===== config.mk =====
export PLATFORM = sky130hd
export DESIGN_NAME = sync_packet_row_deframer_unit
export DESIGN_NICKNAME = d
export VERILOG_FILES = /design/src/hw/rtl/sprd_pkg.sv /design/src/hw/rtl/sync_packet_row_deframer_unit.sv
export VERILOG_INCLUDE_DIRS = /design/src /design/src/hw/rtl
export SDC_FILE = /design/constraint.sdc
export NUM_CORES = 1
export LEC_CHECK = 0
export ABC_AREA = 1
export ABC_CLOCK_PERIOD_IN_PS = 3700
export BUFFER_PORTS_ARGS = -buffer_cell sky130_fd_sc_hd__buf_2
export CORE_MARGIN = 3
export CORE_UTILIZATION = 52
export DETAILED_ROUTE_END_ITERATION = 8
export PLACE_DENSITY = 0.71
export SLEW_MARGIN = 40
export SYNTH_ARGS = -nofsm -noshare
export SYNTH_HDL_FRONTEND = slang
export SYNTH_SLANG_ARGS = --single-unit
export TNS_END_PERCENT = 20

===== constraint.sdc =====
create_clock -name clk -period 3.7 [get_ports clk]
set_clock_uncertainty 0.1 [all_clocks]
set_input_delay 0.185 -clock clk [delete_from_list [all_inputs] [get_ports clk]]
set_output_delay 0.185 -clock clk [all_outputs]
set_load 0.01 [all_outputs]

===== src/hw/rtl/assert_macros.svh =====
// ---------------------------------------------------------------------------
// assert_macros.svh
// shared concurrent assertion macros for the rtl
// ---------------------------------------------------------------------------
`ifndef ASSERT_MACROS_SVH
`define ASSERT_MACROS_SVH

// same-cycle implication, checked out of reset
`define ASSERT_IMPLY(label, clk, rst_n, ante, cons) \
  label: assert property (@(posedge clk) disable iff (!rst_n) (ante) |-> (cons)) \
    else $error("assertion failed: same-cycle implication");

// next-cycle implication, checked out of reset
`define ASSERT_NEXT(label, clk, rst_n, ante, cons) \
  label: assert property (@(posedge clk) disable iff (!rst_n) (ante) |=> (cons)) \
    else $error("assertion failed: next-cycle implication");

`endif


===== src/hw/rtl/sprd_pkg.sv =====
// ---------------------------------------------------------------------------
// sprd_pkg
// codes and constants of the sync packet row deframer
// ---------------------------------------------------------------------------
package sprd_pkg;

  typedef logic [7:0] byte_t;
  typedef logic [2:0] kind_t;
  typedef logic [2:0] status_t;
  typedef logic [7:0] cfg_index_t;

  localparam kind_t KIND_SYNC    = 3'd0;
  localparam kind_t KIND_LENGTH  = 3'd1;
  localparam kind_t KIND_EXCODE  = 3'd2;
  localparam kind_t KIND_CODE    = 3'd3;
  localparam kind_t KIND_VLEN    = 3'd4;
  localparam kind_t KIND_VALUE   = 3'd5;
  localparam kind_t KIND_CHKSUM  = 3'd6;
  localparam kind_t KIND_RAW     = 3'd7;

  localparam status_t STATUS_NONE     = 3'd0;
  localparam status_t STATUS_OK       = 3'd1;
  localparam status_t STATUS_BAD_SUM  = 3'd2;
  localparam status_t STATUS_TOO_LONG = 3'd3;
  localparam status_t STATUS_RESERVED = 3'd4;
  localparam status_t STATUS_ZERO_LEN = 3'd5;
  localparam status_t STATUS_OVERRUN  = 3'd6;

  localparam cfg_index_t REG_MODE   = 8'd0;
  localparam cfg_index_t REG_SYNC   = 8'd1;
  localparam cfg_index_t REG_EXCODE = 8'd2;
  localparam cfg_index_t REG_MAXLEN = 8'd3;

  localparam byte_t SYNC_RESET     = 8'd170;
  localparam byte_t EXCODE_RESET   = 8'd85;
  localparam byte_t MAXLEN_RESET   = 8'd169;
  localparam byte_t RESERVED_LEN   = 8'd170;
  localparam byte_t LONG_CODE_MIN  = 8'h80;
  localparam byte_t RAW_TAG_MASK   = 8'hC0;
  localparam byte_t RAW_HIGH_TAG   = 8'h80;
  localparam byte_t RAW_LOW_TAG    = 8'h40;

  localparam logic [2:0] LEVEL_MAX = 3'd7;

endpackage


===== src/hw/rtl/sync_packet_row_deframer_unit.sv =====
// ---------------------------------------------------------------------------
// sync_packet_row_deframer_unit
// byte-serial sync/length/payload/checksum deframer with row decode and
// a two-byte raw sample mode
// ---------------------------------------------------------------------------
// Takes one byte per request and gives exactly one result request per byte.
// The byte is decoded in the cycle it is accepted and its result appears in
// the output register on the next cycle, so the unit sustains one byte per
// clock unless stalled; the single output register is the only buffer, and a
// new byte is taken when that register is empty or being emptied in the same
// cycle. Config writes are always ready; a mode write restarts the parser.
module sync_packet_row_deframer_unit (
  input  logic                  clk,
  input  logic                  rst_n,
  input  logic                  in_valid,
  output logic                  in_stall,
  input  sprd_pkg::byte_t       in_byte,
  output logic                  out_valid,
  input  logic                  out_stall,
  output sprd_pkg::kind_t       out_kind,
  output logic [2:0]            out_ext_level,
  output sprd_pkg::byte_t       out_row_code,
  output sprd_pkg::byte_t       out_row_length,
  output sprd_pkg::byte_t       out_value_byte,
  output sprd_pkg::byte_t       out_value_index,
  output logic                  out_row_last,
  output sprd_pkg::status_t     out_status,
  output logic [15:0]           out_raw_sample,
  input  logic                  cfg_valid,
  output logic                  cfg_ready,
  input  sprd_pkg::cfg_index_t  cfg_index,
  input  sprd_pkg::byte_t       cfg_data
);

  import sprd_pkg::*;

  `include "assert_macros.svh"

  typedef enum logic [2:0] {
    PH_SYNC1, PH_SYNC2, PH_LENGTH, PH_PAYLOAD, PH_CHKSUM, PH_HIGH, PH_LOW
  } phase_t;

  typedef enum logic [1:0] {
    RP_CODE, RP_LEN, RP_VALUE
  } row_phase_t;

  logic       mode_r,   mode_nxt;
  byte_t      sync_r,   sync_nxt;
  byte_t      excode_r, excode_nxt;
  byte_t      maxlen_r, maxlen_nxt;

  phase_t     phase_r,  phase_nxt;
  row_phase_t rphase_r, rphase_nxt;
  byte_t      len_r,    len_nxt;
  byte_t      rcv_r,    rcv_nxt;
  byte_t      sum_r,    sum_nxt;
  logic [2:0] lvl_r,    lvl_nxt;
  byte_t      code_r,   code_nxt;
  byte_t      rem_r,    rem_nxt;
  byte_t      pos_r,    pos_nxt;
  byte_t      prev_r,   prev_nxt;

  logic       out_valid_r, out_valid_nxt;
  kind_t      kind_r,   kind_nxt;
  logic [2:0] ext_r,    ext_nxt;
  byte_t      rcode_r,  rcode_nxt;
  byte_t      rlen_r,   rlen_nxt;
  byte_t      val_r,    val_nxt;
  byte_t      vidx_r,   vidx_nxt;
  logic       last_r,   last_nxt;
  status_t    status_r, status_nxt;
  logic [15:0] raw_r,   raw_nxt;

  logic       in_take;
  logic       cfg_take;

  assign in_stall  = out_valid_r && out_stall;
  assign in_take   = in_valid && !in_stall;
  assign cfg_ready = 1'b1;
  assign cfg_take  = cfg_valid && cfg_ready;

  always_comb begin
    mode_nxt   = mode_r;
    sync_nxt   = sync_r;
    excode_nxt = excode_r;
    maxlen_nxt = maxlen_r;
    phase_nxt  = phase_r;
    rphase_nxt = rphase_r;
    len_nxt    = len_r;
    rcv_nxt    = rcv_r;
    sum_nxt    = sum_r;
    lvl_nxt    = lvl_r;
    code_nxt   = code_r;
    rem_nxt    = rem_r;
    pos_nxt    = pos_r;
    prev_nxt   = prev_r;

    kind_nxt   = KIND_SYNC;
    ext_nxt    = 3'd0;
    rcode_nxt  = 8'd0;
    rlen_nxt   = 8'd0;
    val_nxt    = 8'd0;
    vidx_nxt   = 8'd0;
    last_nxt   = 1'b0;
    status_nxt = STATUS_NONE;
    raw_nxt    = 16'd0;

    if (cfg_take) begin
      unique case (cfg_index)
        REG_MODE: begin
          mode_nxt   = cfg_data[0];
          phase_nxt  = cfg_data[0] ? PH_HIGH : PH_SYNC1;
          len_nxt    = 8'd0;
          rcv_nxt    = 8'd0;
          sum_nxt    = 8'd0;
          rphase_nxt = RP_CODE;
          lvl_nxt    = 3'd0;
          code_nxt   = 8'd0;
          rem_nxt    = 8'd0;
          pos_nxt    = 8'd0;
        end
        REG_SYNC:   sync_nxt   = cfg_data;
        REG_EXCODE: excode_nxt = cfg_data;
        REG_MAXLEN: maxlen_nxt = cfg_data;
        default: ;
      endcase
    end else if (in_take) begin
      prev_nxt = in_byte;
      unique case (phase_r)
        PH_SYNC1: begin
          if (in_byte == sync_r) begin
            phase_nxt = PH_SYNC2;
          end
        end
        PH_SYNC2: begin
          phase_nxt = (in_byte == sync_r) ? PH_LENGTH : PH_SYNC1;
        end
        PH_LENGTH: begin
          kind_nxt = KIND_LENGTH;
          if (in_byte == RESERVED_LEN) begin
            status_nxt = STATUS_RESERVED;
          end else if (in_byte == 8'd0) begin
            status_nxt = STATUS_ZERO_LEN;
            phase_nxt  = PH_SYNC1;
          end else if (in_byte > maxlen_r) begin
            status_nxt = STATUS_TOO_LONG;
            phase_nxt  = PH_SYNC1;
          end else begin
            len_nxt    = in_byte;
            rcv_nxt    = 8'd0;
            sum_nxt    = 8'd0;
            rphase_nxt = RP_CODE;
            lvl_nxt    = 3'd0;
            code_nxt   = 8'd0;
            rem_nxt    = 8'd0;
            pos_nxt    = 8'd0;
            phase_nxt  = PH_PAYLOAD;
          end
        end
        PH_PAYLOAD: begin
          sum_nxt = sum_r + in_byte;
          rcv_nxt = rcv_r + 8'd1;
          unique case (rphase_r)
            RP_CODE: begin
              if (in_byte == excode_r) begin
                if (lvl_r != LEVEL_MAX) begin
                  lvl_nxt = lvl_r + 3'd1;
                end
                kind_nxt = KIND_EXCODE;
                ext_nxt  = (lvl_r != LEVEL_MAX) ? lvl_r + 3'd1 : lvl_r;
              end else begin
                code_nxt  = in_byte;
                kind_nxt  = KIND_CODE;
                ext_nxt   = lvl_r;
                rcode_nxt = in_byte;
                pos_nxt   = 8'd0;
                if (in_byte >= LONG_CODE_MIN) begin
                  rphase_nxt = RP_LEN;
                end else begin
                  rem_nxt    = 8'd1;
                  rlen_nxt   = 8'd1;
                  rphase_nxt = RP_VALUE;
                end
              end
            end
            RP_LEN: begin
              kind_nxt  = KIND_VLEN;
              ext_nxt   = lvl_r;
              rcode_nxt = code_r;
              rlen_nxt  = in_byte;
              pos_nxt   = 8'd0;
              if (in_byte == 8'd0) begin
                rphase_nxt = RP_CODE;
                lvl_nxt    = 3'd0;
                code_nxt   = 8'd0;
                rem_nxt    = 8'd0;
              end else begin
                rem_nxt    = in_byte;
                rphase_nxt = RP_VALUE;
              end
            end
            default: begin
              kind_nxt  = KIND_VALUE;
              ext_nxt   = lvl_r;
              rcode_nxt = code_r;
              rlen_nxt  = pos_r + rem_r;
              val_nxt   = in_byte;
              vidx_nxt  = pos_r;
              last_nxt  = (rem_r <= 8'd1);
              pos_nxt   = pos_r + 8'd1;
              rem_nxt   = (rem_r != 8'd0) ? rem_r - 8'd1 : rem_r;
              if (rem_r <= 8'd1) begin
                rphase_nxt = RP_CODE;
                lvl_nxt    = 3'd0;
                code_nxt   = 8'd0;
                rem_nxt    = 8'd0;
                pos_nxt    = 8'd0;
              end
            end
          endcase
          if (rcv_r + 8'd1 >= len_r) begin
            phase_nxt = PH_CHKSUM;
          end
        end
        PH_CHKSUM: begin
          kind_nxt = KIND_CHKSUM;
          if (in_byte != ~sum_r) begin
            status_nxt = STATUS_BAD_SUM;
          end else if (rphase_r != RP_CODE || lvl_r != 3'd0) begin
            status_nxt = STATUS_OVERRUN;
          end else begin
            status_nxt = STATUS_OK;
          end
          rphase_nxt = RP_CODE;
          lvl_nxt    = 3'd0;
          code_nxt   = 8'd0;
          rem_nxt    = 8'd0;
          pos_nxt    = 8'd0;
          phase_nxt  = PH_SYNC1;
        end
        PH_HIGH: begin
          if ((in_byte & RAW_TAG_MASK) == RAW_HIGH_TAG) begin
            phase_nxt = PH_LOW;
          end
        end
        PH_LOW: begin
          if ((in_byte & RAW_TAG_MASK) == RAW_LOW_TAG) begin
            kind_nxt = KIND_RAW;
            raw_nxt  = {prev_r, in_byte};
          end
          phase_nxt = PH_HIGH;
        end
        default: begin
          phase_nxt  = mode_r ? PH_HIGH : PH_SYNC1;
          len_nxt    = 8'd0;
          rcv_nxt    = 8'd0;
          sum_nxt    = 8'd0;
          rphase_nxt = RP_CODE;
          lvl_nxt    = 3'd0;
          code_nxt   = 8'd0;
          rem_nxt    = 8'd0;
          pos_nxt    = 8'd0;
        end
      endcase
    end

    if (in_take) begin
      out_valid_nxt = 1'b1;
    end else begin
      out_valid_nxt = out_valid_r && out_stall;
    end
  end

  always_ff @(posedge clk) begin
    if (!rst_n) begin
      mode_r      <= 1'b0;
      sync_r      <= SYNC_RESET;
      excode_r    <= EXCODE_RESET;
      maxlen_r    <= MAXLEN_RESET;
      phase_r     <= PH_SYNC1;
      rphase_r    <= RP_CODE;
      len_r       <= 8'd0;
      rcv_r       <= 8'd0;
      sum_r       <= 8'd0;
      lvl_r       <= 3'd0;
      code_r      <= 8'd0;
      rem_r       <= 8'd0;
      pos_r       <= 8'd0;
      prev_r      <= 8'd0;
      out_valid_r <= 1'b0;
      kind_r      <= KIND_SYNC;
      ext_r       <= 3'd0;
      rcode_r     <= 8'd0;
      rlen_r      <= 8'd0;
      val_r       <= 8'd0;
      vidx_r      <= 8'd0;
      last_r      <= 1'b0;
      status_r    <= STATUS_NONE;
      raw_r       <= 16'd0;
    end else begin
      mode_r      <= mode_nxt;
      sync_r      <= sync_nxt;
      excode_r    <= excode_nxt;
      maxlen_r    <= maxlen_nxt;
      phase_r     <= phase_nxt;
      rphase_r    <= rphase_nxt;
      len_r       <= len_nxt;
      rcv_r       <= rcv_nxt;
      sum_r       <= sum_nxt;
      lvl_r       <= lvl_nxt;
      code_r      <= code_nxt;
      rem_r       <= rem_nxt;
      pos_r       <= pos_nxt;
      prev_r      <= prev_nxt;
      out_valid_r <= out_valid_nxt;
      // result payload, loaded only with a new request
      if (in_take) begin
        kind_r   <= kind_nxt;
        ext_r    <= ext_nxt;
        rcode_r  <= rcode_nxt;
        rlen_r   <= rlen_nxt;
        val_r    <= val_nxt;
        vidx_r   <= vidx_nxt;
        last_r   <= last_nxt;
        status_r <= status_nxt;
        raw_r    <= raw_nxt;
      end
    end
  end

  assign out_valid       = out_valid_r;
  assign out_kind        = kind_r;
  assign out_ext_level   = ext_r;
  assign out_row_code    = rcode_r;
  assign out_row_length  = rlen_r;
  assign out_value_byte  = val_r;
  assign out_value_index = vidx_r;
  assign out_row_last    = last_r;
  assign out_status      = status_r;
  assign out_raw_sample  = raw_r;

  `ASSERT_IMPLY(a_stall_needs_result, clk, rst_n, in_stall, out_valid_r)
  `ASSERT_IMPLY(a_raw_phase_mode, clk, rst_n,
                phase_r == PH_HIGH || phase_r == PH_LOW, mode_r)
  `ASSERT_IMPLY(a_value_pending, clk, rst_n, rphase_r == RP_VALUE, rem_r != 8'd0)
  `ASSERT_NEXT(a_frame_kinds_no_level, clk, rst_n,
               in_take && (kind_nxt == KIND_SYNC || kind_nxt == KIND_LENGTH ||
               kind_nxt == KIND_CHKSUM || kind_nxt == KIND_RAW),
               out_ext_level == 3'd0 && out_row_code == 8'd0)

endmodule

After elaboration in Yosys (flattened, before gate mapping)
Cells that the tools add are included.
{"block": "word_totals", "mem_bits_ro": 0, "ram_bits": 0, "register_bits": 148, "input_bits": 29, "latch_bits": 0, "mem_count": 0}
{"block": "op_classes", "reduce_logical": 29, "add_sub_neg": 6, "order_cmp": 4, "shifts": 0, "eq_ne": 32, "bitwise": 2, "n_mul": 0, "n_mux": 112, "n_div": 0}
{"op": "$mux W8", "n": 41}
{"op": "$pmux W8 S3", "n": 5}
{"op": "$mux W3", "n": 29}
{"op": "$pmux W8 S2", "n": 5}
{"op": "$mux W16", "n": 3}
{"op": "$mux W2", "n": 14}
{"op": "$ne A3 B3 Y1 const B", "n": 7}
{"op": "$pmux W3 S7", "n": 1}
{"op": "$pmux W3 S2", "n": 3}
{"op": "$reduce_and A6 Y1", "n": 3}
{"op": "$reduce_and A9 Y1", "n": 2}
{"op": "$add A8 B1 Y8 const B", "n": 2}
{"op": "$add A8 B8 Y8", "n": 2}
{"op": "$eq A8 B2 Y1 const B", "n": 2}
{"op": "$eq A8 B8 Y1", "n": 2}
{"op": "$logic_not A8 Y1", "n": 2}
{"op": "$reduce_and A8 Y1", "n": 2}
{"op": "$ne A4 B4 Y1 const B", "n": 3}
{"op": "$pmux W3 S4", "n": 1}
{"op": "$reduce_and A2 Y1", "n": 5}
{"op": "$eq A3 B3 Y1 const B", "n": 3}
{"op": "$pmux W3 S3", "n": 1}
{"op": "$eq A8 B1 Y1 const B", "n": 1}
{"op": "$eq A8 B8 Y1 const B", "n": 1}
{"op": "32 further kinds", "n": 45}

Depth between registers and ports, before layout
Gate-level depths: netlist of the first run.
{"block": "depth", "ltp_word": 7, "ltp_mapped": 18, "mapped_depth_nobuf": 16}

Least setup slack after synthesis of the first run
Ideal clock, no wire load.
{"block": "synth_timing", "kind": "register to register", "startpoint": "reg rcv_r[2]", "endpoint": "reg phase_r[2]", "path_stages_with_launch": 15, "t_arrival_ps": 1951, "slack_ps": 1528, "setup_ps": 121, "synth_period_minus_slack_ps": 2172, "required_ps": 3479, "path_buffers": 0, "cell_sequence": "dfxtp_1 > nand3_1 > nand3b_1 > nand3b_1 > xor2_1 > inv_1 > ha_1 > a21oi_1 > o21ai_0 > a21oi_1 > nand4_1 > nand2_1 > nand2_1 > nand2_1 > a21oi_1"}
{"block": "synth_via", "elab_chain_cells": 4}
{"element": "start, declared", "line": "sync_packet_row_deframer_unit.sv:55", "text": "byte_t rcv_r, rcv_nxt;"}
{"element": "start signal, assigned", "line": "sync_packet_row_deframer_unit.sv:308", "text": "rcv_r <= rcv_nxt;"}
{"element": "$add A8 B1 Y8", "line": "sync_packet_row_deframer_unit.sv:221", "text": "if (rcv_r + 8'd1 >= len_r) begin"}
{"element": "$ge A8 B8 Y1", "line": "sync_packet_row_deframer_unit.sv:221"}
{"element": "$ne A3 B3 Y1 (no line)"}
{"element": "$reduce_and A6 Y1 (no line)"}
{"element": "end signal, assigned", "line": "sync_packet_row_deframer_unit.sv:305", "text": "phase_r <= phase_nxt;"}
{"element": "end, declared", "line": "sync_packet_row_deframer_unit.sv:52", "text": "phase_t phase_r, phase_nxt;"}
Every way passes these cells.
A chain may end at the register's enable or synchronous reset.

Worst setup path in the final report of the first run
{"block": "layout_timing", "startpoint": "reg rcv_r[0]", "endpoint": "reg phase_r[0]"}
The elaborated chain is that of the path after synthesis.

==> report_table.html, run 1 <==
<table>
<tr><th>Metric</th><th>Value</th></tr>
<tr><th colspan="2">Outcome</th></tr>
<tr><td>Run status</td><td>completed</td></tr>
<tr><th colspan="2">Flow run</th></tr>
<tr><td># Max-Cap Violations</td><td>0</td></tr>
<tr><th colspan="2">Die</th></tr>
<tr><td>Die Span X</td><td>130.7 um</td></tr>
<tr><td>Die ar.</td><td>17080 um2</td></tr>
<tr><td>Number of placement rows</td><td>44</td></tr>
<tr><td>Ports placed on the boundary</td><td>90</td></tr>
<tr><td>Starting density of the core</td><td>54.38%</td></tr>
<tr><td>Area of the core</td><td>14860 um2</td></tr>
<tr><td>Height of the die</td><td>130.7 um</td></tr>
<tr><th colspan="2">Pwr</th></tr>
<tr><td>Total power per unit cell area</td><td>415.6 nW/um2</td></tr>
<tr><td>Max rail drop VDD</td><td>0.3262 mV</td></tr>
<tr><td>Switch Pwr</td><td>1.142 mW</td></tr>
<tr><td>Leak</td><td>4.173 nW</td></tr>
<tr><td>Combinational fraction of design power</td><td>13.0%</td></tr>
<tr><td>Sequential cell fraction of total power</td><td>43.6%</td></tr>
<tr><td>Proportion of total power due to net switching</td><td>29.82%</td></tr>
<tr><td>Internal power consumption</td><td>2.689 mW</td></tr>
<tr><td>Clock group share of total power</td><td>43.4%</td></tr>
<tr><td>Total power</td><td>3.831 mW</td></tr>
<tr><th colspan="2">Drt</th></tr>
<tr><td>Number of vias after detailed routing</td><td>7781</td></tr>
<tr><td>Vias per cell</td><td>5.453</td></tr>
<tr><td>Number of search-and-repair iterations in the first detailed-routing pass</td><td>5</td></tr>
<tr><td>WL final</td><td>22030 um</td></tr>
<tr><td>Number of antenna-violating nets in the routed design</td><td>0</td></tr>
<tr><td># DRC</td><td>0</td></tr>
<tr><td>Drt wl/cell</td><td>15.44 um</td></tr>
<tr><td>1st-iter DRT viols</td><td>601</td></tr>
<tr><th colspan="2">STA</th></tr>
<tr><td>Final critical-path share of the clock period</td><td>66.66%</td></tr>
<tr><td>Maximum frequency from static timing analysis</td><td>405.5 MHz</td></tr>
<tr><td>Max-slew violation count</td><td>0</td></tr>
<tr><td>Post-route setup TNS</td><td>0 ns</td></tr>
<tr><td>Final setup viols</td><td>0</td></tr>
<tr><td>Actual transition at the worst max-transition pin</td><td>0.7225 ns</td></tr>
<tr><td>Tightest slew margin relative to the limit</td><td>51.67%</td></tr>
<tr><td>Number of failing hold endpoints at the final stage</td><td>0</td></tr>
<tr><td>RSZ-0062 raised after global routing</td><td>no</td></tr>
<tr><td>Min cycle time layout</td><td>2.466 ns</td></tr>
<tr><th colspan="2">Yosys</th></tr>
<tr><td>Syn Std Cell Area</td><td>8083 um2</td></tr>
<tr><td>Post-Synthesis Net Count</td><td>1223</td></tr>
<tr><td>Post-synth EDFFs</td><td>0</td></tr>
<tr><td>Average footprint of a synthesized cell</td><td>6.992 um2</td></tr>
<tr><td>Number of flip-flops and latches in the synthesized netlist</td><td>148</td></tr>
<tr><td>Seq/Total Area, Yosys</td><td>36.66%</td></tr>
<tr><td>Synth Warn #</td><td>0</td></tr>
<tr><td>Fraction of registers with async set/reset</td><td>0%</td></tr>
<tr><td>Cells after Synth</td><td>1156</td></tr>
<tr><td>Post-synth top flop</td><td>sky130_fd_sc_hd__dfxtp_1</td></tr>
<tr><td>Proportion of netlist area held by the largest area contributor</td><td>36.66%</td></tr>
<tr><td>Top post-synthesis cells by area</td><td>sky130_fd_sc_hd__dfxtp_1, sky130_fd_sc_hd__nand2_1, sky130_fd_sc_hd__a21oi_1</td></tr>
<tr><td>Largest area contributor in the synthesized netlist</td><td>sky130_fd_sc_hd__dfxtp_1</td></tr>
<tr><td>Count of unique library cells instantiated by Yosys</td><td>52</td></tr>
<tr><th colspan="2">Setup path</th></tr>
<tr><td>Type of origin of the critical path</td><td>flop</td></tr>
<tr><td>Largest delay contributor family on the critical path</td><td>simple AND/OR/NAND/NOR gates</td></tr>
<tr><td>Data required time of the worst path</td><td>3.97 ns</td></tr>
<tr><td>Ordered cell list for the critical path</td><td>nand3_1 -&gt; nand3b_1 -&gt; nand3b_1 -&gt; xor2_1 -&gt; inv_1 -&gt; ha_1 -&gt; a21oi_1 -&gt; o21ai_0 -&gt; a21oi_1 -&gt; nand4_1 -&gt; nand2_1 -&gt; nor2_1 -&gt; a21oi_1</td></tr>
<tr><td>Dominant cell type by count on the critical path</td><td>sky130_fd_sc_hd__a21oi_1</td></tr>
<tr><td>Crit path buf inv count</td><td>1</td></tr>
<tr><td>Max Fanout on Critical Path</td><td>5</td></tr>
<tr><td>Arr. time, crit path</td><td>2.73 ns</td></tr>
<tr><td>Crit. End Element</td><td>flop</td></tr>
<tr><td>Crit-path slowest cell</td><td>sky130_fd_sc_hd__dfxtp_1</td></tr>
<tr><td>Stage delay of the slowest cell on the critical path</td><td>0.40 ns</td></tr>
<tr><td>Type of the worst setup path</td><td>flop to flop</td></tr>
<tr><th colspan="2">Clock tree</th></tr>
<tr><td>Root Buffer</td><td>sky130_fd_sc_hd__clkbuf_16</td></tr>
<tr><td>Sinks on the clock net</td><td>148</td></tr>
<tr><td>Clock latency reported for the late side of the worst-skew pair</td><td>0.44 ns</td></tr>
<tr><td>Bufs on Longest Clock Path</td><td>2</td></tr>
<tr><td>Register clock-pin slew on the reported worst setup and hold paths</td><td>0.06 ns</td></tr>
<tr><td>Total clock buffers created by CTS</td><td>17</td></tr>
<tr><td>Number of buffers inserted by post-CTS setup repair</td><td>0</td></tr>
<tr><td>Clock tree from TritonCTS</td><td>done</td></tr>
<tr><td>CTS H-tree lvls</td><td>4</td></tr>
<tr><th colspan="2">Placement</th></tr>
<tr><td>Last weighted congestion value of the routability-driven placer</td><td>1.040</td></tr>
<tr><td>Number of buffers added on ports</td><td>88</td></tr>
<tr><td>Number of placed instances, taps included</td><td>1386</td></tr>
<tr><td>HPWL Detailed</td><td>15600 um</td></tr>
<tr><th colspan="2">GRT</th></tr>
<tr><td>Vias in the first global route</td><td>7110</td></tr>
<tr><td>Residual overflow from global routing</td><td>0</td></tr>
<tr><td>Initial antenna violation count</td><td>0</td></tr>
<tr><td>Tot GR Track Use</td><td>26.19%</td></tr>
<tr><td>Largest net degree at the start of global routing</td><td>59</td></tr>
<tr><td>Wire length of the first global-routing pass</td><td>35420 um</td></tr>
<tr><th colspan="2">Final layout</th></tr>
<tr><td>Antenna diode count</td><td>0</td></tr>
<tr><td>Total of fill cells in the finished design</td><td>1404</td></tr>
<tr><td>Area growth, synth to finish</td><td>14.06%</td></tr>
<tr><td>Post-layout net count</td><td>1297</td></tr>
<tr><td>Ratio of cells with drive above 1 in the final layout</td><td>14.48%</td></tr>
<tr><td>Non-Filler Instances</td><td>1427</td></tr>
<tr><th colspan="2">Worst hold path</th></tr>
<tr><td>Path category of the worst min-delay check</td><td>input pin to flop</td></tr>
</table>
## registers in the layout, summed over array words and instances, names as in the netlist, 8 cells and up
register / flops
len_r: 8
pos_r: 8
out_value_index: 8
code_r: 8
rem_r: 8
sum_r: 8
sync_r: 8
excode_r: 8
maxlen_r: 8
out_value_byte: 8
out_row_length: 8
out_row_code: 8
rcv_r: 8
out_raw_sample: 16
prev_r: 8
## tightest hold or removal path, cell delays in order
cell                      delay, ns
sky130_fd_sc_hd__buf_2         0.11
sky130_fd_sc_hd__inv_1         0.10
sky130_fd_sc_hd__a21oi_1       0.13
## stage by stage
stage	hold slack [ns]	worst slack (ns)	instance area (um2)	util [%]
2_1_floorplan	0.1982	1.528	8083	-
3_3_place_gp	0.3186	1.148	8558	57.58
3_5_place_dp	0.3163	1.204	8569	57.65
4_1_cts	0.02743	1.191	9219	62.02
5_1_grt	0.05324	0.8706	9219	62.02
6_report	0.03156	1.234	9219	62.02
## cell type report
cell class / count / area, um2 / area share (%)
Inverter: 117 / 444.2 / 4.818
Sequential cell: 148 / 2963 / 32.14
Clock inverter: 13 / 116.4 / 1.262
Tap cell: 184 / 230.2 / 2.497
Timing Repair Buffer: 104 / 583.1 / 6.325
Multi-Input combinational cell: 842 / 4439 / 48.15
Clock buffer: 19 / 442.9 / 4.805
## routing by layer
layer / routed length (um) / GRT usage [%] / part of all wire, % / vias up
met1: 9843 / 34.97 / 45 / 3566
met4: 652 / 10.65 / 3.0 / 0
met5: 0 / 0 / 0 / -
li1: - / - / - / 3909
met3: 1311 / 4.675 / 6.0 / 49
met2: 10220 / 42.03 / 46 / 257
## cells by family after synthesis
family                     share of synthesized area (%)
adders and majority gates                          6.068
AOI/OAI and AO/OA                                  15.42
other                                            0.04640
DFF                                                36.66
buffers and inverters                              8.560
xor gates and xnor gates                           3.901
muxes                                             0.1238
and+or+nand+nor                                    29.23
## final timing paths
kind,start,endpoint,slack [ns],depth (start not counted)
hold / removal,cfg_data[0],sync_r[0],0.03,3
setup / recovery,rcv_r[0],phase_r[0],1.23,13
setup reg to reg,rcv_r[0],phase_r[0],1.23,13
hold reg to reg,out_raw_sample[7],out_raw_sample[7],0.35,2
## cell usage in the layout, fill, tap and decap left out, drive strengths merged, types with 3 or more instances in the layout
master / n
o211ai: 16
o21ai: 58
o22ai: 7
or2: 3
nand4: 19
dlygate4sd3: 9
clkinvlp: 4
nand3b: 3
nand2: 329
inv: 123
nor3: 15
xor2: 15
a21oi: 130
dfxtp: 148
ha: 36
xnor2: 21
clkinv: 3
nor2: 117
buf: 95
clkbuf: 19
nand3: 54
## power by group through the flow
| stage | Combinational [mW] | Clock [mW] | Sequential [mW] |
|---|---|---|---|
| 3_3_place_gp | 0.479 | 0 | 1.71 |
| 5_1_grt | 0.561 | 1.75 | 1.68 |
| 4_1_cts | 0.494 | 1.68 | 1.67 |
| 3_5_place_dp | 0.482 | 0 | 1.71 |
| 2_1_floorplan | 0.373 | 0 | 1.69 |
| 6_report | 0.498 | 1.66 | 1.67 |
## cells in the mapped netlist (13+ instances only)
master,count
sky130_fd_sc_hd__a21oi_1,120
sky130_fd_sc_hd__clkbuf_1,28
sky130_fd_sc_hd__dfxtp_1,148
sky130_fd_sc_hd__ha_1,36
sky130_fd_sc_hd__inv_1,107
sky130_fd_sc_hd__nand2_1,315
sky130_fd_sc_hd__nand3_1,50
sky130_fd_sc_hd__nand4_1,18
sky130_fd_sc_hd__nor2_1,108
sky130_fd_sc_hd__nor3_1,13
sky130_fd_sc_hd__o211ai_1,15
sky130_fd_sc_hd__o21ai_0,52
sky130_fd_sc_hd__xnor2_1,21
sky130_fd_sc_hd__xor2_1,15
## what timing repair did
action | CTS | global route
hold buffers | 9 | 0
endpoints found under the setup margin | 0 | 0
hold endpoints to repair | 20 | 0
resized for setup | 0 | 0
Power figures use the tool's default switching activity.
==> run 2: changes to the inputs <==
--- a/config.mk
+++ b/config.mk
@@ -6,8 +6,8 @@
 export SDC_FILE = /design/constraint.sdc
 export NUM_CORES = 1
 export LEC_CHECK = 0
-export ABC_AREA = 1
-export ABC_CLOCK_PERIOD_IN_PS = 3700
+export ABC_AREA = 0
+export ABC_CLOCK_PERIOD_IN_PS = 2300
 export BUFFER_PORTS_ARGS = -buffer_cell sky130_fd_sc_hd__buf_2
 export CORE_MARGIN = 3
 export CORE_UTILIZATION = 52
==> constraint.sdc (replaced) <==
create_clock -name clk -period 2.3 [get_ports clk]
set_clock_uncertainty 0.1 [all_clocks]
set_input_delay 0.115 -clock clk [delete_from_list [all_inputs] [get_ports clk]]
set_output_delay 0.115 -clock clk [all_outputs]
set_load 0.01 [all_outputs]
==> run 2 against run 1 <==
Net effect:
- the flow now finishes with violations (setup timing)
- sequential share of layout area down 2.9 points
- final area up 10%
- register-to-register slack worse by 1.5 ns
- utilization up 10 points
- largest cell class unchanged
- highest routed layer unchanged
- sequential power up 55%
- worst hold slack better by 0.016 ns
- global-route usage up 2.3 points
==> report_table.html, run 2 <==
<table>
<tr><th>Metric</th><th>Value</th></tr>
<tr><th colspan="2">Outcome</th></tr>
<tr><td>Run status</td><td>finished with violations (was completed)</td></tr>
<tr><td>Failing checks</td><td>setup timing</td></tr>
<tr><th colspan="2">GRT</th></tr>
<tr><td>Residual overflow from global routing</td><td>0 (unchanged)</td></tr>
<tr><td>Wire length of the first global-routing pass</td><td>36800 um (was 35420 um)</td></tr>
<tr><td>Tot GR Track Use</td><td>28.46% (was 26.19%)</td></tr>
<tr><td>Vias in the first global route</td><td>7361 (was 7110)</td></tr>
<tr><td>Initial antenna violation count</td><td>1 (was 0)</td></tr>
<tr><td>Largest net degree at the start of global routing</td><td>72 (was 59)</td></tr>
<tr><th colspan="2">Die</th></tr>
<tr><td>Ports placed on the boundary</td><td>90 (unchanged)</td></tr>
<tr><td>Starting density of the core</td><td>53.92% (was 54.38%)</td></tr>
<tr><td>Number of placement rows</td><td>43 (was 44)</td></tr>
<tr><td>Height of the die</td><td>126.7 um (was 130.7 um)</td></tr>
<tr><td>Die ar.</td><td>16050 um2 (was 17080 um2)</td></tr>
<tr><td>Die Span X</td><td>126.7 um (was 130.7 um)</td></tr>
<tr><td>Area of the core</td><td>14040 um2 (was 14860 um2)</td></tr>
<tr><th colspan="2">Yosys</th></tr>
<tr><td>Post-synth top flop</td><td>sky130_fd_sc_hd__dfxtp_1 (unchanged)</td></tr>
<tr><td>Number of flip-flops and latches in the synthesized netlist</td><td>148 (unchanged)</td></tr>
<tr><td>Proportion of netlist area held by the largest area contributor</td><td>39.13% (was 36.66%)</td></tr>
<tr><td>Count of unique library cells instantiated by Yosys</td><td>75 (was 52)</td></tr>
<tr><td>Leading post-synthesis cells by instance count</td><td>sky130_fd_sc_hd__dfxtp_1, sky130_fd_sc_hd__nor2_1, sky130_fd_sc_hd__nand2_1, sky130_fd_sc_hd__a21oi_1, sky130_fd_sc_hd__a22oi_1 (was sky130_fd_sc_hd__nand2_1, sky130_fd_sc_hd__dfxtp_1, sky130_fd_sc_hd__a21oi_1, sky130_fd_sc_hd__nor2_1, sky130_fd_sc_hd__inv_1)</td></tr>
<tr><td>Average footprint of a synthesized cell</td><td>8.367 um2 (was 6.992 um2)</td></tr>
<tr><td>Fraction of registers with async set/reset</td><td>0% (unchanged)</td></tr>
<tr><td>Seq/Total Area, Yosys</td><td>39.13% (was 36.66%)</td></tr>
<tr><td>Library cell with the highest instance count after synthesis</td><td>sky130_fd_sc_hd__dfxtp_1 (was sky130_fd_sc_hd__nand2_1)</td></tr>
<tr><td>Cells after Synth</td><td>905 (was 1156)</td></tr>
<tr><td>Syn Std Cell Area</td><td>7572 um2 (was 8083 um2)</td></tr>
<tr><td>Largest area contributor in the synthesized netlist</td><td>sky130_fd_sc_hd__dfxtp_1 (unchanged)</td></tr>
<tr><td>Synth Warn #</td><td>0 (unchanged)</td></tr>
<tr><td>Post-Synthesis Net Count</td><td>972 (was 1223)</td></tr>
<tr><td>Top post-synthesis cells by area</td><td>sky130_fd_sc_hd__dfxtp_1, sky130_fd_sc_hd__nor2_1, sky130_fd_sc_hd__ha_1 (was sky130_fd_sc_hd__dfxtp_1, sky130_fd_sc_hd__nand2_1, sky130_fd_sc_hd__a21oi_1)</td></tr>
<tr><td>Post-synth EDFFs</td><td>0 (unchanged)</td></tr>
<tr><th colspan="2">Placement</th></tr>
<tr><td>Last weighted congestion value of the routability-driven placer</td><td>0.9337 (was 1.040)</td></tr>
<tr><td>Post-detailed-placement cell area</td><td>8894 um2 (was 8569 um2)</td></tr>
<tr><td>HPWL Detailed</td><td>14990 um (was 15600 um)</td></tr>
<tr><td>Number of buffers added on ports</td><td>88 (unchanged)</td></tr>
<tr><th colspan="2">Final layout</th></tr>
<tr><td>Most frequent standard cell in the layout excluding fill and tap cells</td><td>sky130_fd_sc_hd__dfxtp_1 (was sky130_fd_sc_hd__nand2_1)</td></tr>
<tr><td>Area taken by multi-input logic gates</td><td>4599 um2 (was 4439 um2)</td></tr>
<tr><td>Area occupied by registers</td><td>2977 um2 (was 2963 um2)</td></tr>
<tr><td>Post-layout net count</td><td>1171 (was 1297)</td></tr>
<tr><td>Area of all placed cells without fillers</td><td>10180 um2 (was 9219 um2)</td></tr>
<tr><td>Area growth, synth to finish</td><td>34.40% (was 14.06%)</td></tr>
<tr><td>Flip-flop count of the largest register, all copies and words added</td><td>16 (unchanged)</td></tr>
<tr><td>Highest-count cells in the layout ignoring fill and taps</td><td>sky130_fd_sc_hd__dfxtp_1, sky130_fd_sc_hd__buf_4, sky130_fd_sc_hd__nor2_1, sky130_fd_sc_hd__nand2_1, sky130_fd_sc_hd__buf_2 (was sky130_fd_sc_hd__nand2_1, sky130_fd_sc_hd__dfxtp_1, sky130_fd_sc_hd__a21oi_1, sky130_fd_sc_hd__inv_1, sky130_fd_sc_hd__nor2_1)</td></tr>
<tr><td>Ratio of cells with drive above 1 in the final layout</td><td>31.07% (was 14.48%)</td></tr>
<tr><td>Total of fill cells in the finished design</td><td>1063 (was 1404)</td></tr>
<tr><th colspan="2">Worst hold path</th></tr>
<tr><td>Worst min-delay path endpoint</td><td>len_r[4] (was sync_r[0])</td></tr>
<tr><td>Hold path depth</td><td>4 (was 3)</td></tr>
<tr><td>Worst hold start</td><td>in_byte[4] (was cfg_data[0])</td></tr>
<tr><td>Path category of the worst min-delay check</td><td>input pin to flop (unchanged)</td></tr>
<tr><th colspan="2">STA</th></tr>
<tr><td>RSZ-0062 raised after global routing</td><td>yes (was no)</td></tr>
<tr><td>Maximum frequency from static timing analysis</td><td>392.8 MHz (was 405.5 MHz)</td></tr>
<tr><td>Min cycle time layout</td><td>2.546 ns (was 2.466 ns)</td></tr>
<tr><td>Tightest slew margin relative to the limit</td><td>52.75% (was 51.67%)</td></tr>
<tr><td>Final critical-path share of the clock period</td><td>110.7% (was 66.66%)</td></tr>
<tr><td>Number of failing hold endpoints at the final stage</td><td>0 (unchanged)</td></tr>
<tr><td>Minimum setup slack in the final design</td><td>-0.2455 ns (was 1.234 ns)</td></tr>
<tr><td>Final setup viols</td><td>28 (was 0)</td></tr>
<tr><td>Post-route setup TNS</td><td>-2.197 ns (was 0 ns)</td></tr>
<tr><td>Actual transition at the worst max-transition pin</td><td>0.7088 ns (was 0.7225 ns)</td></tr>
<tr><td>Max-slew violation count</td><td>0 (unchanged)</td></tr>
<tr><th colspan="2">Clock tree</th></tr>
<tr><td>CTS H-tree lvls</td><td>4 (unchanged)</td></tr>
<tr><td>Clock tree from TritonCTS</td><td>done (unchanged)</td></tr>
<tr><td>Sinks on the clock net</td><td>148 (unchanged)</td></tr>
<tr><td>Clock latency reported for the late side of the worst-skew pair</td><td>0.44 ns (about the same)</td></tr>
<tr><td>Bufs on Longest Clock Path</td><td>2 (unchanged)</td></tr>
<tr><td>Register clock-pin slew on the reported worst setup and hold paths</td><td>0.07 ns (was 0.06 ns)</td></tr>
<tr><td>Root Buffer</td><td>sky130_fd_sc_hd__clkbuf_16 (unchanged)</td></tr>
<tr><td>Total clock buffers created by CTS</td><td>17 (unchanged)</td></tr>
<tr><th colspan="2">Flow run</th></tr>
<tr><td># Max-Cap Violations</td><td>0 (unchanged)</td></tr>
<tr><th colspan="2">Pwr</th></tr>
<tr><td>Max rail drop VDD</td><td>0.5250 mV (was 0.3262 mV)</td></tr>
<tr><td>Internal power consumption</td><td>4.503 mW (was 2.689 mW)</td></tr>
<tr><td>Switch Pwr</td><td>1.399 mW (was 1.142 mW)</td></tr>
<tr><td>Proportion of total power due to net switching</td><td>23.70% (was 29.82%)</td></tr>
<tr><td>Sequential cell fraction of total power</td><td>43.8% (was 43.6%)</td></tr>
<tr><td>Total power per unit cell area</td><td>579.9 nW/um2 (was 415.6 nW/um2)</td></tr>
<tr><td>Combinational fraction of design power</td><td>7.3% (was 13.0%)</td></tr>
<tr><td>Leak</td><td>4.334 nW (was 4.173 nW)</td></tr>
<tr><td>Clock group share of total power</td><td>48.9% (was 43.4%)</td></tr>
<tr><td>Total power</td><td>5.901 mW (was 3.831 mW)</td></tr>
<tr><th colspan="2">Drt</th></tr>
<tr><td>Number of vias after detailed routing</td><td>7613 (was 7781)</td></tr>
<tr><td>Vias per cell</td><td>5.865 (was 5.453)</td></tr>
<tr><td>WL final</td><td>23200 um (was 22030 um)</td></tr>
<tr><td>Number of antenna-violating nets in the routed design</td><td>0 (unchanged)</td></tr>
<tr><td>Drt wl/cell</td><td>17.87 um (was 15.44 um)</td></tr>
<tr><td>1st-iter DRT viols</td><td>690 (was 601)</td></tr>
<tr><td># DRC</td><td>0 (unchanged)</td></tr>
<tr><td>Number of search-and-repair iterations in the first detailed-routing pass</td><td>6 (was 5)</td></tr>
<tr><th colspan="2">Setup path</th></tr>
<tr><td>Startpoint of the lowest-slack register-to-register path</td><td>rcv_r[1] (was rcv_r[0])</td></tr>
<tr><td>Capturing point of the worst reg2reg path</td><td>phase_r[1] (was phase_r[0])</td></tr>
<tr><td>Source of the critical timing path</td><td>rcv_r[1] (was rcv_r[0])</td></tr>
<tr><td>Max Fanout on Critical Path</td><td>3 (was 5)</td></tr>
<tr><td>Path depth of the worst reg2reg path</td><td>10 (was 13)</td></tr>
<tr><td>Flop2flop setup slack</td><td>-0.25 ns (was 1.23 ns)</td></tr>
<tr><td>Crit. End Element</td><td>flop (unchanged)</td></tr>
<tr><td>Data required time of the worst path</td><td>2.57 ns (was 3.97 ns)</td></tr>
<tr><td>Type of the worst setup path</td><td>flop to flop (unchanged)</td></tr>
<tr><td>Type of origin of the critical path</td><td>flop (unchanged)</td></tr>
<tr><td>Arr. time, crit path</td><td>2.81 ns (was 2.73 ns)</td></tr>
</table>
==> run 2: cell count changes after synthesis, moves of 11 or more <==
cell                       change
sky130_fd_sc_hd__mux2i_1      +34
sky130_fd_sc_hd__nand2_1     -214
sky130_fd_sc_hd__o211ai_1     -11
sky130_fd_sc_hd__or3_1        +19
sky130_fd_sc_hd__nor2_1       +13
sky130_fd_sc_hd__nand3_1      -23
sky130_fd_sc_hd__a22oi_1      +50
sky130_fd_sc_hd__a21oi_1      -45
sky130_fd_sc_hd__inv_1        -79
sky130_fd_sc_hd__o21ai_0      -32
sky130_fd_sc_hd__nor2b_1      +11
==> run 2: cell type report <==
class	count	area share, %
antenna	1	0.02459
inverter	30	1.119
timing repair buffer	235	16.20
multi-input combinational	672	45.19
sequential	148	29.25
clock inverter	12	1.512
tap	180	2.213
clock buffer	20	4.487
==> run 2: worst max-delay path by stage <==
stage                 endpoint  slack (ns)  cells after the start
floorplan             pos_r[3]       -0.04                      8
detailed placement  phase_r[1]       -0.23                     10
global placement    phase_r[1]       -0.17                     10
global route        phase_r[1]       -0.27                     10
finish              phase_r[1]       -0.25                     10
CTS                 phase_r[1]       -0.14                     10
==> run 2: cells by family after synthesis <==
group | Yosys count | share of synthesized area [%]
compound gates | 195 | 16.90
xor+xnor | 42 | 4.858
fa+ha+maj | 38 | 6.477
other cells | 1 | 0.04952
flops | 148 | 39.13
mux | 36 | 4.775
buf+inv | 85 | 4.709
simple gates | 360 | 23.10
==> run 2: repair_timing <==
action                                  in CTS  in global routing
endpoints found under the hold margin       29                  0
buffers inserted                            12                 12
pin swaps                                   31                 35
gates resized for setup                     41                 37
endpoints found under the setup margin      28                 63
hold buffers                                12                  0
==> run 2: metrics by stage <==
stage               cells  utilization, %  hold slack [ns]  setup slack (ns)
floorplan             905               -           0.1387          -0.03987
global placement     1230           63.33           0.2692           -0.1719
detailed placement   1230           63.33           0.2702           -0.2270
CTS                  1285           70.58          0.03025           -0.1387
global route         1298           72.48          0.06723           -0.2693
finish               1298           72.48          0.04747           -0.2455
==> run 2: critical path, stage by stage, from the launching register on <==
cell	delay, ns
sky130_fd_sc_hd__dfxtp_2	0.35
sky130_fd_sc_hd__and3_4	0.19
sky130_fd_sc_hd__and3_4	0.21
sky130_fd_sc_hd__nand3_4	0.11
sky130_fd_sc_hd__xnor2_4	0.19
sky130_fd_sc_hd__ha_4	0.28
sky130_fd_sc_hd__nand4_1	0.07
sky130_fd_sc_hd__o211ai_1	0.31
sky130_fd_sc_hd__nand3_2	0.16
sky130_fd_sc_hd__or3_1	0.39
sky130_fd_sc_hd__a21oi_2	0.13
==> run 2: layer usage <==
layer | global-route usage (%) | wire length (um)
met5 | 0 | 0
met4 | 13.12 | 891
met3 | 6.358 | 1541
met2 | 46.26 | 11070
met1 | 36.11 | 9696
==> run 2: power by group through the flow <==
stage / clock network [mW] / logic [mW] / registers [mW]
floorplan: 0 / 0.207 / 2.64
global placement: 0 / 0.363 / 2.64
detailed placement: 0 / 0.367 / 2.64
CTS: 2.90 / 0.405 / 2.58
global route: 3.04 / 0.456 / 2.58
finish: 2.89 / 0.428 / 2.59
==> run 3: changes to the inputs <==
--- a/config.mk
+++ b/config.mk
@@ -10,9 +10,9 @@
 export ABC_CLOCK_PERIOD_IN_PS = 2300
 export BUFFER_PORTS_ARGS = -buffer_cell sky130_fd_sc_hd__buf_2
 export CORE_MARGIN = 3
-export CORE_UTILIZATION = 52
+export CORE_UTILIZATION = 55
 export DETAILED_ROUTE_END_ITERATION = 8
-export PLACE_DENSITY = 0.71
+export PLACE_DENSITY = 0.75
 export SLEW_MARGIN = 40
 export SYNTH_ARGS = -nofsm -noshare
 export SYNTH_HDL_FRONTEND = slang
==> run 3 against run 2 <==
Net effect:
- the run still ends with setup timing left
- utilization increased by 3.5 points
- power increased by 2.0%
- clock power increased by 4%
- critical path depth unchanged
- via count increased by 0.18%
- clock-buffer cell count unchanged
- first-iteration DRC count decreased by 1.0%
- final cell count decreased by 0.92%
- maximum frequency increased by 1.5%
==> report_table.html, run 3 (same netlist as run 2, synthesis figures left out) <==
<table>
<tr><th>Metric</th><th>Value</th></tr>
<tr><th colspan="2">Drt</th></tr>
<tr><td>Detailed route wirelength on metal2</td><td>11100 um (was 11070 um)</td></tr>
<tr><td>1st-iter DRT viols</td><td>683 (was 690)</td></tr>
<tr><td>Drt wl/cell</td><td>17.88 um (was 17.87 um)</td></tr>
<tr><td>Number of vias after detailed routing</td><td>7627 (was 7613)</td></tr>
<tr><td>Highest metal layer with signal wires</td><td>met4 (unchanged)</td></tr>
<tr><td>Number of antenna-violating nets in the routed design</td><td>0 (unchanged)</td></tr>
<tr><td>Number of search-and-repair iterations in the first detailed-routing pass</td><td>5 (was 6)</td></tr>
<tr><td>Met3 layer wire length in the routed design</td><td>1666 um (was 1541 um)</td></tr>
<tr><td>Detailed-routing wirelength on met1</td><td>9366 um (was 9696 um)</td></tr>
<tr><td>Vias per cell</td><td>5.931 (was 5.865)</td></tr>
<tr><td>WL final</td><td>22990 um (was 23200 um)</td></tr>
<tr><td># DRC</td><td>0 (unchanged)</td></tr>
<tr><th colspan="2">Pwr</th></tr>
<tr><td>Combinational fraction of design power</td><td>6.9% (was 7.3%)</td></tr>
<tr><td>Proportion of total power due to net switching</td><td>22.55% (was 23.70%)</td></tr>
<tr><td>Sequential cell fraction of total power</td><td>43.0% (was 43.8%)</td></tr>
<tr><td>Total power per unit cell area</td><td>593.6 nW/um2 (was 579.9 nW/um2)</td></tr>
<tr><td>Clock group share of total power</td><td>50.1% (was 48.9%)</td></tr>
<tr><td>Leak</td><td>4.314 nW (was 4.334 nW)</td></tr>
<tr><td>Switch Pwr</td><td>1.357 mW (was 1.399 mW)</td></tr>
<tr><td>Internal power consumption</td><td>4.661 mW (was 4.503 mW)</td></tr>
<tr><td>Max rail drop VDD</td><td>0.6797 mV (was 0.5250 mV)</td></tr>
<tr><th colspan="2">GRT</th></tr>
<tr><td>Vias in the first global route</td><td>7087 (was 7361)</td></tr>
<tr><td>Initial antenna violation count</td><td>0 (was 1)</td></tr>
<tr><td>Largest net degree at the start of global routing</td><td>66 (was 72)</td></tr>
<tr><td>Residual overflow from global routing</td><td>0 (unchanged)</td></tr>
<tr><td>Wire length of the first global-routing pass</td><td>35760 um (was 36800 um)</td></tr>
<tr><td>Tot GR Track Use</td><td>29.92% (was 28.46%)</td></tr>
<tr><th colspan="2">Final layout</th></tr>
<tr><td>Area growth, synth to finish</td><td>33.87% (was 34.40%)</td></tr>
<tr><td>Share of the core filled with cells in the final layout</td><td>75.95% (was 72.48%)</td></tr>
<tr><td>Flip-flop count of the largest register, all copies and words added</td><td>16 (unchanged)</td></tr>
<tr><td>Most frequent standard cell in the layout excluding fill and tap cells</td><td>sky130_fd_sc_hd__dfxtp_1 (unchanged)</td></tr>
<tr><td>Highest-count cells in the layout ignoring fill and taps</td><td>sky130_fd_sc_hd__dfxtp_1, sky130_fd_sc_hd__nor2_1, sky130_fd_sc_hd__buf_4, sky130_fd_sc_hd__nand2_1, sky130_fd_sc_hd__buf_2 (was sky130_fd_sc_hd__dfxtp_1, sky130_fd_sc_hd__buf_4, sky130_fd_sc_hd__nor2_1, sky130_fd_sc_hd__nand2_1, sky130_fd_sc_hd__buf_2)</td></tr>
<tr><td>Total of fill cells in the finished design</td><td>933 (was 1063)</td></tr>
<tr><td>Post-layout net count</td><td>1164 (was 1171)</td></tr>
<tr><td>Antenna diode count</td><td>0 (was 1)</td></tr>
<tr><td>Ratio of cells with drive above 1 in the final layout</td><td>29.28% (was 31.07%)</td></tr>
<tr><th colspan="2">STA</th></tr>
<tr><td>Maximum frequency from static timing analysis</td><td>398.9 MHz (was 392.8 MHz)</td></tr>
<tr><td>Max-slew violation count</td><td>0 (unchanged)</td></tr>
<tr><td>Number of failing hold endpoints at the final stage</td><td>0 (unchanged)</td></tr>
<tr><td>Final critical-path share of the clock period</td><td>109.0% (was 110.7%)</td></tr>
<tr><td>Final setup viols</td><td>32 (was 28)</td></tr>
<tr><td>RSZ-0062 raised after global routing</td><td>yes (unchanged)</td></tr>
<tr><td>Minimum setup slack in the final design</td><td>-0.2072 ns (was -0.2455 ns)</td></tr>
<tr><td>Tightest slew margin relative to the limit</td><td>61.05% (was 52.75%)</td></tr>
<tr><td>Actual transition at the worst max-transition pin</td><td>0.5826 ns (was 0.7088 ns)</td></tr>
<tr><td>Min cycle time layout</td><td>2.507 ns (was 2.546 ns)</td></tr>
<tr><td>Post-route setup TNS</td><td>-2.422 ns (was -2.197 ns)</td></tr>
<tr><th colspan="2">Worst hold path</th></tr>
<tr><td>Worst hold start</td><td>in_byte[1] (was in_byte[4])</td></tr>
<tr><td>Path category of the worst min-delay check</td><td>input pin to flop (unchanged)</td></tr>
<tr><td>Hold path depth</td><td>4 (unchanged)</td></tr>
<tr><td>Worst min-delay path endpoint</td><td>len_r[1] (was len_r[4])</td></tr>
<tr><th colspan="2">Die</th></tr>
<tr><td>Die Span X</td><td>123.3 um (was 126.7 um)</td></tr>
<tr><td>Starting density of the core</td><td>56.73% (was 53.92%)</td></tr>
<tr><td>Number of placement rows</td><td>42 (was 43)</td></tr>
<tr><td>Ports placed on the boundary</td><td>90 (unchanged)</td></tr>
<tr><td>Die ar.</td><td>15210 um2 (was 16050 um2)</td></tr>
<tr><td>Area of the core</td><td>13350 um2 (was 14040 um2)</td></tr>
<tr><td>Height of the die</td><td>123.3 um (was 126.7 um)</td></tr>
<tr><th colspan="2">Setup path</th></tr>
<tr><td>Capturing point of the worst reg2reg path</td><td>phase_r[1] (unchanged)</td></tr>
<tr><td>Max Fanout on Critical Path</td><td>3 (unchanged)</td></tr>
<tr><td>Path depth of the worst reg2reg path</td><td>10 (unchanged)</td></tr>
<tr><td>Type of origin of the critical path</td><td>flop (unchanged)</td></tr>
<tr><td>Startpoint of the lowest-slack register-to-register path</td><td>rcv_r[1] (unchanged)</td></tr>
<tr><td>Type of the worst setup path</td><td>flop to flop (unchanged)</td></tr>
<tr><td>Crit. End Element</td><td>flop (unchanged)</td></tr>
<tr><td>Flop2flop setup slack</td><td>-0.21 ns (was -0.25 ns)</td></tr>
<tr><td>Data required time of the worst path</td><td>2.55 ns (was 2.57 ns)</td></tr>
<tr><td>Arr. time, crit path</td><td>2.76 ns (was 2.81 ns)</td></tr>
<tr><th colspan="2">Outcome</th></tr>
<tr><td>Failing checks</td><td>setup timing (unchanged)</td></tr>
<tr><td>Run status</td><td>finished with violations (unchanged)</td></tr>
<tr><th colspan="2">Clock tree</th></tr>
<tr><td>Register clock-pin slew on the reported worst setup and hold paths</td><td>0.06 ns (was 0.07 ns)</td></tr>
<tr><td>Total clock buffers created by CTS</td><td>17 (unchanged)</td></tr>
<tr><td>Clock latency reported for the late side of the worst-skew pair</td><td>0.42 ns (was 0.44 ns)</td></tr>
<tr><td>CTS H-tree lvls</td><td>4 (unchanged)</td></tr>
<tr><td>Root Buffer</td><td>sky130_fd_sc_hd__clkbuf_16 (unchanged)</td></tr>
<tr><td>Sinks on the clock net</td><td>148 (unchanged)</td></tr>
<tr><td>Bufs on Longest Clock Path</td><td>2 (unchanged)</td></tr>
<tr><td>Clock tree from TritonCTS</td><td>done (unchanged)</td></tr>
<tr><th colspan="2">Placement</th></tr>
<tr><td>Last weighted congestion value of the routability-driven placer</td><td>0.9099 (was 0.9337)</td></tr>
<tr><td>Number of buffers added on ports</td><td>88 (unchanged)</td></tr>
<tr><td>HPWL Detailed</td><td>14740 um (was 14990 um)</td></tr>
<tr><th colspan="2">Flow run</th></tr>
<tr><td># Max-Cap Violations</td><td>0 (unchanged)</td></tr>
</table>
==> run 3: changes by cell type in the layout (fill, tap and decap cells not counted), moves of 3 or more <==
| cell | before | now |
|---|---|---|
| sky130_fd_sc_hd__a21oi_1 | 67 | 71 |
| sky130_fd_sc_hd__buf_6 | 4 | 8 |
| sky130_fd_sc_hd__inv_2 | 5 | 2 |
| sky130_fd_sc_hd__a21oi_2 | 8 | 4 |
| sky130_fd_sc_hd__inv_1 | 23 | 26 |
| sky130_fd_sc_hd__buf_4 | 125 | 116 |
| sky130_fd_sc_hd__ha_2 | 3 | 0 |
| sky130_fd_sc_hd__clkinv_4 | 4 | 1 |
==> run 3: worst max-delay path by stage <==
stage / startpoint / endpoint / slack (ns) / cells past startpoint
CTS: rcv_r[1] / phase_r[1] / -0.20 / 10
floorplan: out_valid / pos_r[3] / -0.04 / 8
global route: rcv_r[1] / phase_r[1] / -0.28 / 10
finish: rcv_r[1] / phase_r[1] / -0.21 / 10
detailed placement: rcv_r[0] / phase_r[1] / -0.20 / 10
global placement: maxlen_r[1] / pos_r[3] / -0.12 / 10
==> run 3: critical path: stages (launching register included) <==
cell,delay (ns)
sky130_fd_sc_hd__dfxtp_2,0.33
sky130_fd_sc_hd__and3_4,0.16
sky130_fd_sc_hd__and3_4,0.19
sky130_fd_sc_hd__buf_6,0.12
sky130_fd_sc_hd__xor2_1,0.14
sky130_fd_sc_hd__ha_1,0.32
sky130_fd_sc_hd__nand4_1,0.10
sky130_fd_sc_hd__o211ai_1,0.30
sky130_fd_sc_hd__nand3_2,0.16
sky130_fd_sc_hd__or3_1,0.39
sky130_fd_sc_hd__a21oi_1,0.12
==> run 3: final cells by class <==
| cell class | instances | area [um2] | share of cell area [%] |
|---|---|---|---|
| clock inverters | 12 | 201.4 | 1.987 |
| repair buffers | 228 | 1629 | 16.07 |
| multi-input cells | 672 | 4562 | 45.00 |
| clock buffers | 20 | 436.7 | 4.308 |
| flip-flops and latches | 148 | 2974 | 29.34 |
| inverters | 30 | 113.9 | 1.123 |
| well taps | 176 | 220.2 | 2.172 |
==> run 3: through the flow <==
step           hold WS [ns]  total power, mW  instance area [um2]  setup WS [ns]  cells
2_1_floorplan        0.1387            2.847                 7580       -0.03987    905
3_3_place_gp         0.2665            3.003                 8843        -0.1210   1220
3_5_place_dp         0.2684            3.005                 8843        -0.1989   1220
4_1_cts            0.004568            6.010                 9915        -0.2009   1277
5_1_grt             0.03074            6.164                10140        -0.2750   1286
6_report            0.02463            6.018                10140        -0.2072   1286
==> run 3: power groups by stage <==
stage                     Clock [mW]  Combinational (mW)  Sequential [mW]
after detailed placement           0               0.364             2.64
after global routing            3.13               0.445             2.59
after CTS                       3.03               0.393             2.59
final                           3.01               0.418             2.59
after global placement             0               0.361             2.64
after floorplan                    0               0.207             2.64
==> run 3: per-layer routing <==
layer	track usage [%]	up-vias
li1	-	3575
met1	37.54	3627
met2	50.42	359
met3	6.359	66
met4	11.42	0
met5	0	-
==> run 3: what timing repair did <==
| action | 4_1_cts | 5_1_grt |
|---|---|---|
| resized for setup | 39 | 29 |
| hold endpoints to repair | 26 | 0 |
| pin swaps | 32 | 18 |
| setup endpoints to repair | 25 | 52 |
| setup buffers | 14 | 9 |
| hold buffers | 10 | 0 |
| cloned | 1 | 0 |
